## src/hdl/ssfs_pkg.sv

```systemverilog
// Shared types and constants for the speed source fusion selector.
// No dependencies; imported by every module of the block.
`timescale 1ns / 1ps
`default_nettype none
package ssfs_pkg;

  localparam int SPEED_W  = 20;
  localparam int TIME_W   = 63;
  localparam int TOUT_W   = 40;
  localparam int ALPHA_W  = 9;
  localparam int CONF_W   = 8;
  localparam int SRC_W    = 3;
  localparam int IN_IDX_W = 2;
  localparam int NUM_CONF = 4;
  localparam int PROD_W   = 31;   // 21-bit signed difference times 10-bit signed alpha
  localparam int SUM_W    = 24;

  localparam int APB_AW = 6;
  localparam int APB_DW = 64;

  localparam logic [SRC_W-1:0]   NO_SOURCE = 3'd4;
  localparam logic [SPEED_W-1:0] SPEED_MAX = 20'hFFFFF;

  // Register indexes (byte address is 8 times the index)
  localparam logic [2:0] REG_CONF0   = 3'd0;
  localparam logic [2:0] REG_CONF1   = 3'd1;
  localparam logic [2:0] REG_CONF2   = 3'd2;
  localparam logic [2:0] REG_CONF3   = 3'd3;
  localparam logic [2:0] REG_TIMEOUT = 3'd4;
  localparam logic [2:0] REG_ALPHA   = 3'd5;

  localparam logic [CONF_W-1:0]  CONF0_RST   = 8'd255;
  localparam logic [CONF_W-1:0]  CONF1_RST   = 8'd192;
  localparam logic [CONF_W-1:0]  CONF2_RST   = 8'd128;
  localparam logic [CONF_W-1:0]  CONF3_RST   = 8'd64;
  localparam logic [TOUT_W-1:0]  TIMEOUT_RST = 40'd1000000000;
  localparam logic [ALPHA_W-1:0] ALPHA_RST   = 9'd64;

  typedef struct packed {
    logic [NUM_CONF-1:0][CONF_W-1:0] conf;
    logic [TOUT_W-1:0]               timeout;
    logic [ALPHA_W-1:0]              alpha;
  } cfg_t;

  typedef struct packed {
    logic start;      // item accepted: store sample, restart scan
    logic scan_step;  // evaluate one source
    logic mul;        // form blend product
    logic commit;     // update fused state and load output register
  } cmd_t;

  typedef struct packed {
    logic scan_last;
    logic out_stall;
  } sts_t;

endpackage
`default_nettype wire

```

## src/hdl/ssfs_regs.sv

```systemverilog
// Configuration registers behind the APB-style port.
// Depends on ssfs_pkg.
`timescale 1ns / 1ps
`default_nettype none
module ssfs_regs
  import ssfs_pkg::*;
#(
  parameter int NUM_SOURCES = 4
) (
  input  wire logic              clk_i,
  input  wire logic              rst_ni,
  input  wire logic              psel,
  input  wire logic              penable,
  input  wire logic              pwrite,
  input  wire logic [APB_AW-1:0] paddr,
  input  wire logic [APB_DW-1:0] pwdata,
  output logic      [APB_DW-1:0] prdata,
  output logic                   pready,
  output cfg_t                   cfg_o
);

  logic [NUM_CONF-1:0][CONF_W-1:0] conf_q;
  logic [TOUT_W-1:0]               timeout_q;
  logic [ALPHA_W-1:0]              alpha_q;
  logic [2:0]                      reg_idx;
  logic                            wr_en;

  assign pready  = 1'b1;
  assign reg_idx = paddr[5:3];
  assign wr_en   = psel & penable & pwrite & pready;

  always_ff @(posedge clk_i or negedge rst_ni) begin
    if (!rst_ni) begin
      conf_q[0] <= CONF0_RST;
      conf_q[1] <= CONF1_RST;
      conf_q[2] <= CONF2_RST;
      conf_q[3] <= CONF3_RST;
      timeout_q <= TIMEOUT_RST;
      alpha_q   <= ALPHA_RST;
    end else if (wr_en) begin
      unique case (reg_idx) inside
        REG_CONF0, REG_CONF1, REG_CONF2, REG_CONF3: begin
          // sources not built keep their rank untouched
          if (32'(reg_idx) < NUM_SOURCES) begin
            conf_q[reg_idx[1:0]] <= pwdata[CONF_W-1:0];
          end
        end
        REG_TIMEOUT: timeout_q <= pwdata[TOUT_W-1:0];
        REG_ALPHA:   alpha_q   <= pwdata[ALPHA_W-1:0];
        default: ;
      endcase
    end
  end

  always_comb begin
    unique case (reg_idx) inside
      REG_CONF0, REG_CONF1, REG_CONF2, REG_CONF3: prdata = APB_DW'(conf_q[reg_idx[1:0]]);
      REG_TIMEOUT: prdata = APB_DW'(timeout_q);
      REG_ALPHA:   prdata = APB_DW'(alpha_q);
      default:     prdata = '0;
    endcase
  end

  assign cfg_o.conf    = conf_q;
  assign cfg_o.timeout = timeout_q;
  assign cfg_o.alpha   = alpha_q;

endmodule
`default_nettype wire

```

## src/hdl/ssfs_ctrl.sv

```systemverilog
// Sequencer: accept, scan the sources one a cycle, multiply, commit.
// Depends on ssfs_pkg.
`timescale 1ns / 1ps
`default_nettype none
module ssfs_ctrl
  import ssfs_pkg::*;
(
  input  wire logic clk_i,
  input  wire logic rst_ni,
  input  wire logic in_valid_i,
  output logic      in_ready_o,
  input  wire sts_t sts_i,
  output cmd_t      cmd_o
);

  localparam logic [1:0] ST_IDLE = 2'd0;
  localparam logic [1:0] ST_SCAN = 2'd1;
  localparam logic [1:0] ST_MUL  = 2'd2;
  localparam logic [1:0] ST_FIN  = 2'd3;

  logic [1:0] state_q, state_d;

  assign in_ready_o = (state_q == ST_IDLE);

  always_comb begin
    state_d = state_q;
    cmd_o   = '0;
    unique case (state_q)
      ST_IDLE: begin
        if (in_valid_i) begin
          cmd_o.start = 1'b1;
          state_d     = ST_SCAN;
        end
      end
      ST_SCAN: begin
        cmd_o.scan_step = 1'b1;
        if (sts_i.scan_last) begin
          state_d = ST_MUL;
        end
      end
      ST_MUL: begin
        cmd_o.mul = 1'b1;
        state_d   = ST_FIN;
      end
      ST_FIN: begin
        // hold until the output register can take the result
        if (!sts_i.out_stall) begin
          cmd_o.commit = 1'b1;
          state_d      = ST_IDLE;
        end
      end
      default: state_d = ST_IDLE;
    endcase
  end

  always_ff @(posedge clk_i or negedge rst_ni) begin
    if (!rst_ni) begin
      state_q <= ST_IDLE;
    end else begin
      state_q <= state_d;
    end
  end

endmodule
`default_nettype wire

```

## src/hdl/ssfs_dp.sv

```systemverilog
// Datapath: per-source sample store, freshness/confidence scan, blend and
// output register. Depends on ssfs_pkg; driven by ssfs_ctrl commands.
`timescale 1ns / 1ps
`default_nettype none
module ssfs_dp
  import ssfs_pkg::*;
#(
  parameter int NUM_SOURCES = 4
) (
  input  wire logic                clk_i,
  input  wire logic                rst_ni,
  input  wire cmd_t                cmd_i,
  output sts_t                     sts_o,
  input  wire cfg_t                cfg_i,
  input  wire logic [IN_IDX_W-1:0] source_index_i,
  input  wire logic [SPEED_W-1:0]  speed_sample_i,
  input  wire logic [TIME_W-1:0]   sample_time_ns_i,
  output logic                     out_valid_o,
  input  wire logic                out_ready_i,
  output logic      [SPEED_W-1:0]  fused_speed_o,
  output logic      [SRC_W-1:0]    active_source_o
);

  localparam int IDX_W = $clog2(NUM_SOURCES);

  // sample store
  logic [SPEED_W-1:0]     spd_q  [NUM_SOURCES];
  logic [TIME_W-1:0]      time_q [NUM_SOURCES];
  logic [NUM_SOURCES-1:0] seen_q;
  logic [TIME_W-1:0]      now_q;

  // scan
  logic [IDX_W-1:0]   idx_q;
  logic [IDX_W+1:0]   idx_x;
  logic [IDX_W+1:0]   src_x;
  logic               src_ok;
  logic [CONF_W-1:0]  conf_sel;
  logic [TIME_W:0]    age;
  logic               fresh;
  logic               better;
  logic [CONF_W-1:0]  best_conf_q;
  logic [SRC_W-1:0]   best_src_q;
  logic [SPEED_W-1:0] best_val_q;

  // blend
  logic signed [SPEED_W:0]   diff;
  logic signed [ALPHA_W:0]   alpha_s;
  logic signed [PROD_W-1:0]  prod_d, prod_q;
  logic signed [PROD_W-1:0]  step;
  logic signed [SUM_W-1:0]   sum;
  logic [SPEED_W-1:0]        blended;
  logic                      need_blend;
  logic [SPEED_W-1:0]        fused_d;

  logic [SPEED_W-1:0] cur_speed_q;
  logic [SRC_W-1:0]   cur_src_q;
  logic               out_valid_q;
  logic [SPEED_W-1:0] out_speed_q;
  logic [SRC_W-1:0]   out_src_q;

  assign src_x  = (IDX_W+2)'(source_index_i);
  assign src_ok = 32'(source_index_i) < NUM_SOURCES;
  assign idx_x  = (IDX_W+2)'(idx_q);

  // sources without a rank register never win
  assign conf_sel = (idx_x < (IDX_W+2)'(NUM_CONF)) ? cfg_i.conf[idx_x[1:0]] : '0;

  // negative age (stored time in the future) shows as a borrow
  assign age    = {1'b0, now_q} - {1'b0, time_q[idx_q]};
  assign fresh  = seen_q[idx_q] && !age[TIME_W] &&
                  (age[TIME_W-1:0] <= TIME_W'(cfg_i.timeout));
  assign better = fresh && (conf_sel > best_conf_q);

  assign sts_o.scan_last = (32'(idx_q) == NUM_SOURCES - 1);
  assign sts_o.out_stall = out_valid_q && !out_ready_i;

  always_ff @(posedge clk_i or negedge rst_ni) begin
    if (!rst_ni) begin
      seen_q <= '0;
      idx_q  <= '0;
    end else if (cmd_i.start) begin
      idx_q <= '0;
      if (src_ok) begin
        seen_q[src_x[IDX_W-1:0]] <= 1'b1;
      end
    end else if (cmd_i.scan_step && !sts_o.scan_last) begin
      idx_q <= idx_q + 1'b1;
    end
  end

  always_ff @(posedge clk_i) begin
    if (cmd_i.start) begin
      now_q       <= sample_time_ns_i;
      best_conf_q <= '0;
      best_src_q  <= NO_SOURCE;
      if (src_ok) begin
        spd_q[src_x[IDX_W-1:0]]  <= speed_sample_i;
        time_q[src_x[IDX_W-1:0]] <= sample_time_ns_i;
      end
    end else if (cmd_i.scan_step && better) begin
      best_conf_q <= conf_sel;
      best_src_q  <= SRC_W'(idx_q);
      best_val_q  <= spd_q[idx_q];
    end
  end

  // blend: old + floor((new - old) * alpha / 256), saturated
  assign diff    = $signed({1'b0, best_val_q}) - $signed({1'b0, cur_speed_q});
  assign alpha_s = $signed({1'b0, cfg_i.alpha});
  assign prod_d  = diff * alpha_s;

  always_ff @(posedge clk_i) begin
    if (cmd_i.mul) begin
      prod_q <= prod_d;
    end
  end

  assign step = prod_q >>> 8;
  assign sum  = $signed({{(SUM_W-SPEED_W){1'b0}}, cur_speed_q}) + step[SUM_W-1:0];

  always_comb begin
    if (sum < 0) begin
      blended = '0;
    end else if (sum > $signed(SUM_W'(SPEED_MAX))) begin
      blended = SPEED_MAX;
    end else begin
      blended = sum[SPEED_W-1:0];
    end
  end

  assign need_blend = (best_src_q != NO_SOURCE) && (cur_src_q != NO_SOURCE) &&
                      (best_src_q != cur_src_q);

  always_comb begin
    if (best_src_q == NO_SOURCE) begin
      fused_d = cur_speed_q;
    end else if (need_blend) begin
      fused_d = blended;
    end else begin
      fused_d = best_val_q;
    end
  end

  always_ff @(posedge clk_i or negedge rst_ni) begin
    if (!rst_ni) begin
      cur_speed_q <= '0;
      cur_src_q   <= NO_SOURCE;
      out_valid_q <= 1'b0;
    end else begin
      if (cmd_i.commit) begin
        cur_speed_q <= fused_d;
        cur_src_q   <= best_src_q;
        out_valid_q <= 1'b1;
      end else if (out_ready_i) begin
        out_valid_q <= 1'b0;
      end
    end
  end

  always_ff @(posedge clk_i) begin
    if (cmd_i.commit) begin
      out_speed_q <= fused_d;
      out_src_q   <= best_src_q;
    end
  end

  assign out_valid_o     = out_valid_q;
  assign fused_speed_o   = out_speed_q;
  assign active_source_o = out_src_q;

  a_commit_not_stalled: assert property (@(posedge clk_i) disable iff (!rst_ni)
    cmd_i.commit |-> !(out_valid_q && !out_ready_i))
    else $error("result committed over an item still waiting");

  a_hold_when_none: assert property (@(posedge clk_i) disable iff (!rst_ni)
    (cmd_i.commit && best_src_q == NO_SOURCE) |=> cur_speed_q == $past(cur_speed_q))
    else $error("fused speed moved with no fresh source");

  a_scan_in_range: assert property (@(posedge clk_i) disable iff (!rst_ni)
    32'(idx_q) < NUM_SOURCES)
    else $error("scan index past last source");

  a_source_code: assert property (@(posedge clk_i) disable iff (!rst_ni)
    out_valid_o |-> (active_source_o == NO_SOURCE || 32'(active_source_o) < NUM_SOURCES))
    else $error("active source code out of range");

endmodule
`default_nettype wire

```

## src/hdl/speed_source_fusion_selector.sv

```systemverilog
// Top level of the speed source fusion selector: registers, sequencer and
// datapath. Depends on ssfs_pkg, ssfs_regs, ssfs_ctrl and ssfs_dp.
//
//  channel | handshake              | payload
//  --------+------------------------+------------------------------------------
//  in      | in_valid_i / in_ready_o| source_index_i, speed_sample_i, sample_time_ns_i
//  out     | out_valid_o/out_ready_i| fused_speed_o, active_source_o
//  cfg     | psel, penable, pwrite  | paddr, pwdata, prdata (pready tied high)
//
// An item is stored, then the freshness/rank scan visits every source in turn,
// then the blend multiply runs and the result commits; the next item is
// accepted only after the commit, which can stall on a full output register.
// Reset clears seen flags, fused speed (to 0) and source (to none); no sweep.
// A new item is accepted while the previous result waits; commit holds while
// the output register is full and not taken.
`timescale 1ns / 1ps
`default_nettype none
module speed_source_fusion_selector
  import ssfs_pkg::*;
#(
  parameter int NUM_SOURCES = 4
) (
  input  wire logic                clk_i,
  input  wire logic                rst_ni,
  input  wire logic                in_valid_i,
  output logic                     in_ready_o,
  input  wire logic [IN_IDX_W-1:0] source_index_i,
  input  wire logic [SPEED_W-1:0]  speed_sample_i,
  input  wire logic [TIME_W-1:0]   sample_time_ns_i,
  output logic                     out_valid_o,
  input  wire logic                out_ready_i,
  output logic      [SPEED_W-1:0]  fused_speed_o,
  output logic      [SRC_W-1:0]    active_source_o,
  input  wire logic                psel,
  input  wire logic                penable,
  input  wire logic                pwrite,
  input  wire logic [APB_AW-1:0]   paddr,
  input  wire logic [APB_DW-1:0]   pwdata,
  output logic      [APB_DW-1:0]   prdata,
  output logic                     pready
);

  cfg_t cfg;
  cmd_t cmd;
  sts_t sts;

  ssfs_regs #(
    .NUM_SOURCES (NUM_SOURCES)
  ) u_regs (
    .clk_i   (clk_i),
    .rst_ni  (rst_ni),
    .psel    (psel),
    .penable (penable),
    .pwrite  (pwrite),
    .paddr   (paddr),
    .pwdata  (pwdata),
    .prdata  (prdata),
    .pready  (pready),
    .cfg_o   (cfg)
  );

  ssfs_ctrl u_ctrl (
    .clk_i      (clk_i),
    .rst_ni     (rst_ni),
    .in_valid_i (in_valid_i),
    .in_ready_o (in_ready_o),
    .sts_i      (sts),
    .cmd_o      (cmd)
  );

  ssfs_dp #(
    .NUM_SOURCES (NUM_SOURCES)
  ) u_dp (
    .clk_i            (clk_i),
    .rst_ni           (rst_ni),
    .cmd_i            (cmd),
    .sts_o            (sts),
    .cfg_i            (cfg),
    .source_index_i   (source_index_i),
    .speed_sample_i   (speed_sample_i),
    .sample_time_ns_i (sample_time_ns_i),
    .out_valid_o      (out_valid_o),
    .out_ready_i      (out_ready_i),
    .fused_speed_o    (fused_speed_o),
    .active_source_o  (active_source_o)
  );

endmodule
`default_nettype wire
```

## config.mk

```make
export PLATFORM = sky130hd
export DESIGN_NAME = speed_source_fusion_selector
export DESIGN_NICKNAME = d
export VERILOG_FILES = /design/src/hdl/ssfs_pkg.sv /design/src/hdl/ssfs_regs.sv /design/src/hdl/ssfs_ctrl.sv /design/src/hdl/ssfs_dp.sv /design/src/hdl/speed_source_fusion_selector.sv
export SDC_FILE = /design/constraint.sdc
export NUM_CORES = 1
export LEC_CHECK = 0
export ABC_AREA = 1
export BUFFER_PORTS_ARGS = -buffer_cell sky130_fd_sc_hd__buf_2
export CORE_ASPECT_RATIO = 1.1
export CORE_MARGIN = 4
export CORE_UTILIZATION = 64
export CTS_BUF_LIST = sky130_fd_sc_hd__clkbuf_4
export DETAILED_ROUTE_END_ITERATION = 8
export GPL_ROUTABILITY_DRIVEN = 0
export MAX_ROUTING_LAYER = met4
export PLACE_DENSITY = 0.81
export RECOVER_POWER = 25
export SYNTH_ARGS = -nofsm -noshare
export SYNTH_HDL_FRONTEND = slang
export SYNTH_SLANG_ARGS = --single-unit
```

## constraint.sdc

```tcl
create_clock -name clk_i -period 8.38 [get_ports clk_i]
set_clock_uncertainty 0.05 [all_clocks]
set_input_delay 1.257 -clock clk_i [delete_from_list [all_inputs] [get_ports clk_i]]
set_output_delay 1.257 -clock clk_i [all_outputs]
set_load 0.02 [all_outputs]
```

==> results of run 1 <==
## logic make-up after synthesis
logic type	share of synthesized area (%)
buffers and inverters	8.08
flip-flops	44.8
XOR/XNOR	2.50
AO/OA/AOI/OAI	10.4
other	0.0199
AND/OR/NAND/NOR	18.6
adder cells (fa/ha/maj)	15.7
## synth_stat cells, types with 71 or more instances
| library cell | n | area share [%] |
|---|---|---|
| o21ai_0 | 197 | 2.6 |
| nand2_1 | 1099 | 11 |
| fa_1 | 159 | 8.4 |
| edfxtp_1 | 461 | 37 |
| a21oi_1 | 251 | 3.3 |
| ha_1 | 221 | 7.3 |
| inv_1 | 630 | 6.3 |
| nor2_1 | 396 | 3.9 |
| nand3_1 | 100 | 1.3 |
| dfrtp_1 | 86 | 5.7 |
| xor2_1 | 71 | 1.6 |
| clkbuf_1 | 107 | 1.1 |
## state kept, by name, summed over array words and instances (netlist names), 4 cells and up
| name | count |
|---|---|
| u_regs.cfg_o | 32 |
| u_dp.cur_speed_q | 20 |
| u_regs.timeout_q | 40 |
| u_dp.fused_speed_o | 20 |
| u_dp.spd_q | 80 |
| u_dp.seen_q | 4 |
| u_dp.now_q | 63 |
| u_dp.best_val_q | 20 |
| u_dp.prod_q | 23 |
| u_dp.best_conf_q | 8 |
| u_dp.time_q | 252 |
| u_regs.alpha_q | 9 |
## path summary, 6_finish.rpt
kind / endpoint / slack, ns / cells after the start
worst max-delay path: u_dp.prod_q[29] / 0.51 / 30
worst max register to register: u_dp.prod_q[29] / 0.51 / 30
worst min-delay path: u_dp.cur_speed_q[5] / 0.27 / 1
min in group clk_i: u_dp.seen_q[2] / 0.42 / 2
worst min register to register: u_dp.seen_q[2] / 0.42 / 2
max in group asynchronous: u_regs.timeout_q[35] / 6.60 / 2
## layer usage
metal	vias up	share of wire (%)	wire length, µm	track usage, %
met4	0	7.1	7450	21.4
met2	1537	48	50800	54.9
li1	14500	-	-	-
met1	14600	36	37600	38.6
met5	-	0	0	-
met3	421	8.6	8990	7.64
## layout by cell type (no fill, tap or decap), drive strengths merged, types with 16 or more instances in the layout
cell	synthesis	layout
a22oi	17	17
nor2	413	413
xnor2	37	37
dfstp	27	27
inv	636	646
o22ai	29	29
ha	221	221
xor2	71	71
nand4	30	30
nand2	1111	1111
a21boi	23	23
edfxtp	461	461
conb	2	25
o21ai	203	203
dfrtp	86	86
clkbuf	107	287
a32o	61	61
fa	159	159
buf	35	156
diode	0	16
clkinv	4	35
a21oi	252	252
or2	23	23
nor3	23	23
nand3	110	110
## cell type report
| type | count | area (µm²) | area share (%) |
|---|---|---|---|
| clock buffers | 216 | 1620 | 3.92 |
| diodes | 16 | 40.0 | 0.0969 |
| flip-flops and latches | 585 | 16900 | 41.0 |
| inverters | 640 | 2410 | 5.83 |
| clock inverters | 45 | 265 | 0.642 |
| multi-input cells | 2899 | 18000 | 43.5 |
| well taps | 760 | 951 | 2.30 |
| repair buffers | 227 | 1130 | 2.74 |
## repair_timing
item                       CTS  global route
resized for setup            0             3
hold buffers                 0             0
setup endpoints to repair    0             4
## metrics by stage
stage	TNS [ns]	setup WS, ns	hold WS [ns]	area [µm²]
after floorplan	0	0.453	0.377	37900
after global placement	0	0.617	0.395	39500
after detailed placement	0	0.510	0.398	39500
after CTS	0	0.465	0.230	41400
after global routing	-0.0338	-0.0338	0.247	41300
final	0	0.510	0.266	41300
==> flow_metrics.env, run 1 <==
export IMPL_grt_start_max_net_pins=117
export IMPL_critPathArrivalTime_ns=8.59
export IMPL_drv_cap=0
export IMPL_crit_buf_inv=4
export IMPL_cts_max_level=4
export IMPL_drtAntennaViolNets=0
export IMPL_dp_cells=5111
export IMPL_status="finished clean"
export IMPL_synth_cell_types=58
export IMPL_dr_pass1_iters=7
export IMPL_core_mm2=0.0585
export IMPL_dr_first_iter_drc_count=2743
export IMPL_cpMaxStageDelayCell="fa_1"
export IMPL_period_share_pct=93.9
export IMPL_worst_slew_pin_slew_ns=1.16
export IMPL_ys_seq_area_share_pct=44.8
export IMPL_post_dp_hpwl_mm=78.3
export IMPL_num_fill_cells=4531
export IMPL_yosys_warnings=0
export IMPL_syn_area_mm2=0.0378
export IMPL_antenna_found_initial=12
export IMPL_hold_violations=0
export IMPL_overflow=0
export IMPL_die_area_mm2=0.0630
export IMPL_post_cts_buffers=0
export IMPL_track_usage_pct=34.1
export IMPL_finalNonFillerCells=5388
export IMPL_start_util_pct=64.6
export IMPL_clock_latency_ns=1.04
export IMPL_via_per_inst=5.76
export IMPL_synth_ff_type="edfxtp_1"
export IMPL_crit_type="register to register"
export IMPL_fp_dieW_um=240
export IMPL_synth_edf_count=461
export IMPL_cp_startpoint="u_dp.cur_speed_q[2]"
export IMPL_clk_path_buf_depth=3
export IMPL_finalNetCount=5042
export IMPL_final_core_util_pct=70.6
export IMPL_setup_violations=0
export IMPL_ys_ff_latch=585
export IMPL_reg2reg_from="u_dp.cur_speed_q[2]"
export IMPL_hp_class="input pin to async pin"
export IMPL_vias=31000
export IMPL_clock_sinks=585
export IMPL_crit_family="adder cells"
export IMPL_max_freq_ghz=0.127
export IMPL_clk_pin_slew_ns=0.08
export IMPL_finalWirelength_mm=105
export IMPL_cts_tree="built"
export IMPL_cp_end_kind="register"
export IMPL_crit_required_ns=9.10
export IMPL_io_buffers=199
export IMPL_cp_start_kind="register"
export IMPL_drv_slew=0
export IMPL_cts_buffers_inserted=147
export IMPL_grt_pass1_wl_mm=162
export IMPL_wl_per_cell_um=19.5
export IMPL_synthArstFlopShare_pct=19.3
export IMPL_area_delta_synth_final_pct=9.31
export IMPL_cpMostUsedCell="fa_1"
export IMPL_rows=93
export IMPL_period_needed_ns=7.87
export IMPL_synthCells=4243
export IMPL_drc_errors=0
export IMPL_ios=252
export IMPL_critPathMaxStageDelay_ns=0.56
export IMPL_grt_pass1_vias=30600
export IMPL_relSlewSlack_pct=22.8
export IMPL_drive_gt1_share_pct=11.0
export IMPL_critPathMaxFanout=6
export IMPL_syn_avg_cell_area_um2=8.91
export IMPL_fp_dieH_um=263
export IMPL_cts_root_buffer="clkbuf_4"
Power of run 1 is not shown: default switching activity piles up to over one toggle a cycle in this logic, so the estimate is an artifact.
==> run 2, diff against run 1 <==
--- a/config.mk
+++ b/config.mk
@@ -9,12 +9,12 @@
 export BUFFER_PORTS_ARGS = -buffer_cell sky130_fd_sc_hd__buf_2
 export CORE_ASPECT_RATIO = 1.1
 export CORE_MARGIN = 4
-export CORE_UTILIZATION = 64
+export CORE_UTILIZATION = 65
 export CTS_BUF_LIST = sky130_fd_sc_hd__clkbuf_4
 export DETAILED_ROUTE_END_ITERATION = 8
 export GPL_ROUTABILITY_DRIVEN = 0
 export MAX_ROUTING_LAYER = met4
-export PLACE_DENSITY = 0.81
+export PLACE_DENSITY = 0.82
 export RECOVER_POWER = 25
 export SYNTH_ARGS = -nofsm -noshare
 export SYNTH_HDL_FRONTEND = slang
==> constraint.sdc (replaced) <==
create_clock -name clk_i -period 10.2 [get_ports clk_i]
set_clock_uncertainty 0.05 [all_clocks]
set_input_delay 1.53 -clock clk_i [delete_from_list [all_inputs] [get_ports clk_i]]
set_output_delay 1.53 -clock clk_i [all_outputs]
set_load 0.02 [all_outputs]
==> flow_metrics.env, run 2 (synthesis results as in run 1) <==
export IMPL_drc_errors=2
export IMPL_placed_area_mm2=0.0395
export IMPL_reg2reg_from="u_dp.best_val_q[2]"
export IMPL_finalNetCount=5038
export IMPL_cts_max_level=4
export IMPL_reg2reg_depth=29
export IMPL_rows=92
export IMPL_fp_dieW_um=238
export IMPL_fin_tns_setup_ns=0
export IMPL_die_area_mm2=0.0621
export IMPL_io_buffers=199
export IMPL_start_util_pct=65.8
export IMPL_drtAntennaViolNets=0
export IMPL_hp_class="register to register"
export IMPL_critPathArrivalTime_ns=8.89
export IMPL_rsz0062_at_grt="no"
export IMPL_drive_gt1_share_pct=11.0
export IMPL_cts_root_buffer="clkbuf_4"
export IMPL_r2r_end="u_dp.prod_q[29]"
export IMPL_crit_required_ns=10.82
export IMPL_period_needed_ns=8.27
export IMPL_finalWirelength_mm=103
export IMPL_grt_pass1_wl_mm=159
export IMPL_rrSetupSlack_ns=1.93
export IMPL_post_dp_hpwl_mm=75.8
export IMPL_min_to="u_dp.seen_q[3]"
export IMPL_crit_type="register to register"
export IMPL_hold_violations=0
export IMPL_whs_path_depth=1
export IMPL_max_freq_ghz=0.121
export IMPL_cpMostUsedCell="fa_1"
export IMPL_min_from="u_dp.seen_q[3]"
export IMPL_largest_reg_flops=252
export IMPL_clock_sinks=585
export IMPL_setup_violations=0
export IMPL_final_core_util_pct=72.0
export IMPL_setup_ws_ns=1.93
export IMPL_cp_start_kind="register"
export IMPL_violations="DRC"
export IMPL_track_usage_pct=33.9
export IMPL_dr_pass1_iters=9
export IMPL_fp_dieH_um=261
export IMPL_core_mm2=0.0574
export IMPL_area_delta_synth_final_pct=9.33
export IMPL_post_cts_buffers=0
export IMPL_overflow=0
export IMPL_critPathMaxStageDelay_ns=0.56
export IMPL_cts_tree="built"
export IMPL_antenna_found_initial=5
export IMPL_relSlewSlack_pct=17.1
export IMPL_cts_repair_resized=0
export IMPL_critPathMaxFanout=6
export IMPL_period_share_pct=81.1
export IMPL_cts_buffers_inserted=145
export IMPL_ctsHoldBuffers=0
export IMPL_final_common_cell="nand2_1"
export IMPL_vias=31100
export IMPL_grt_pass1_vias=30900
export IMPL_clk_path_buf_depth=3
export IMPL_cp_end_kind="register"
export IMPL_status="complete, but fails checks"
export IMPL_clk_pin_slew_ns=0.07
export IMPL_dr_first_iter_drc_count=2717
export IMPL_dp_slack_ns=2.14
export IMPL_grt_start_max_net_pins=157
export IMPL_wl_per_cell_um=19.1
export IMPL_final_cell_mix="nand2_1 (1098), inv_1 (628), edfxtp_1 (461)"
export IMPL_drv_cap=0
export IMPL_clock_latency_ns=0.98
export IMPL_ios=252
export IMPL_worst_slew_pin_slew_ns=1.24
export IMPL_cpMaxStageDelayCell="fa_1"
export IMPL_drv_slew=0
export IMPL_stdcell_area_mm2=0.0413
export IMPL_via_per_inst=5.79
run 2: cell count changes in the layout (fill, tap and decap cells not counted), sizes merged:
cell    previous run  this run
bufinv             1         2
inv              646       644
buf              156       154
diode             16         8
clkbuf           287       292
run 2: how the worst max path moves through the flow:
stage                                   from         endpoint  slack (ns)  cells after the start
final                     u_dp.best_val_q[2]  u_dp.prod_q[29]        1.93                     29
after floorplan                   in_valid_i   u_dp.seen_q[3]        2.00                      4
after global routing      u_dp.best_val_q[2]  u_dp.prod_q[29]        1.35                     29
after global placement    u_dp.best_val_q[2]  u_dp.prod_q[29]        2.36                     29
after CTS                 u_dp.best_val_q[2]  u_dp.prod_q[27]        2.06                     29
after detailed placement  u_dp.best_val_q[2]  u_dp.prod_q[29]        2.14                     29
run 2: metrics by stage:
step,hold WS (ns),cells
2_1_floorplan,0.377,4266
3_3_place_gp,0.389,5101
3_5_place_dp,0.401,5101
4_1_cts,0.417,5366
5_1_grt,0.432,5370
6_report,0.419,5374
run 2: layout make-up:
| type | count | area [µm²] |
|---|---|---|
| inverters | 640 | 2410 |
| flip-flops and latches | 585 | 16900 |
| diodes | 8 | 20.0 |
| clock inverters | 44 | 294 |
| repair buffers | 225 | 1130 |
| clock buffers | 221 | 1660 |
| fillers | 4326 | 16100 |
| well taps | 752 | 941 |
| multi-input cells | 2899 | 18000 |
run 2: critical path, delay by kind of cell, from the launching register on:
kind	cells	cell delay (ns)
compound gates	9	2.08
xor+xnor	2	0.60
fa+ha+maj	7	3.41
buf+inv	3	0.16
flops	1	0.46
simple gates	8	1.19
run 2: metal layers:
layer | up-vias | track usage [%] | share of wire (%)
met1 | 14600 | 37.9 | 35
li1 | 14500 | - | -
met2 | 1630 | 56.5 | 49
met5 | - | - | 0
met4 | 0 | 21.1 | 7.1
met3 | 415 | 6.59 | 8.8
Power of run 2 is left out for the same reason.
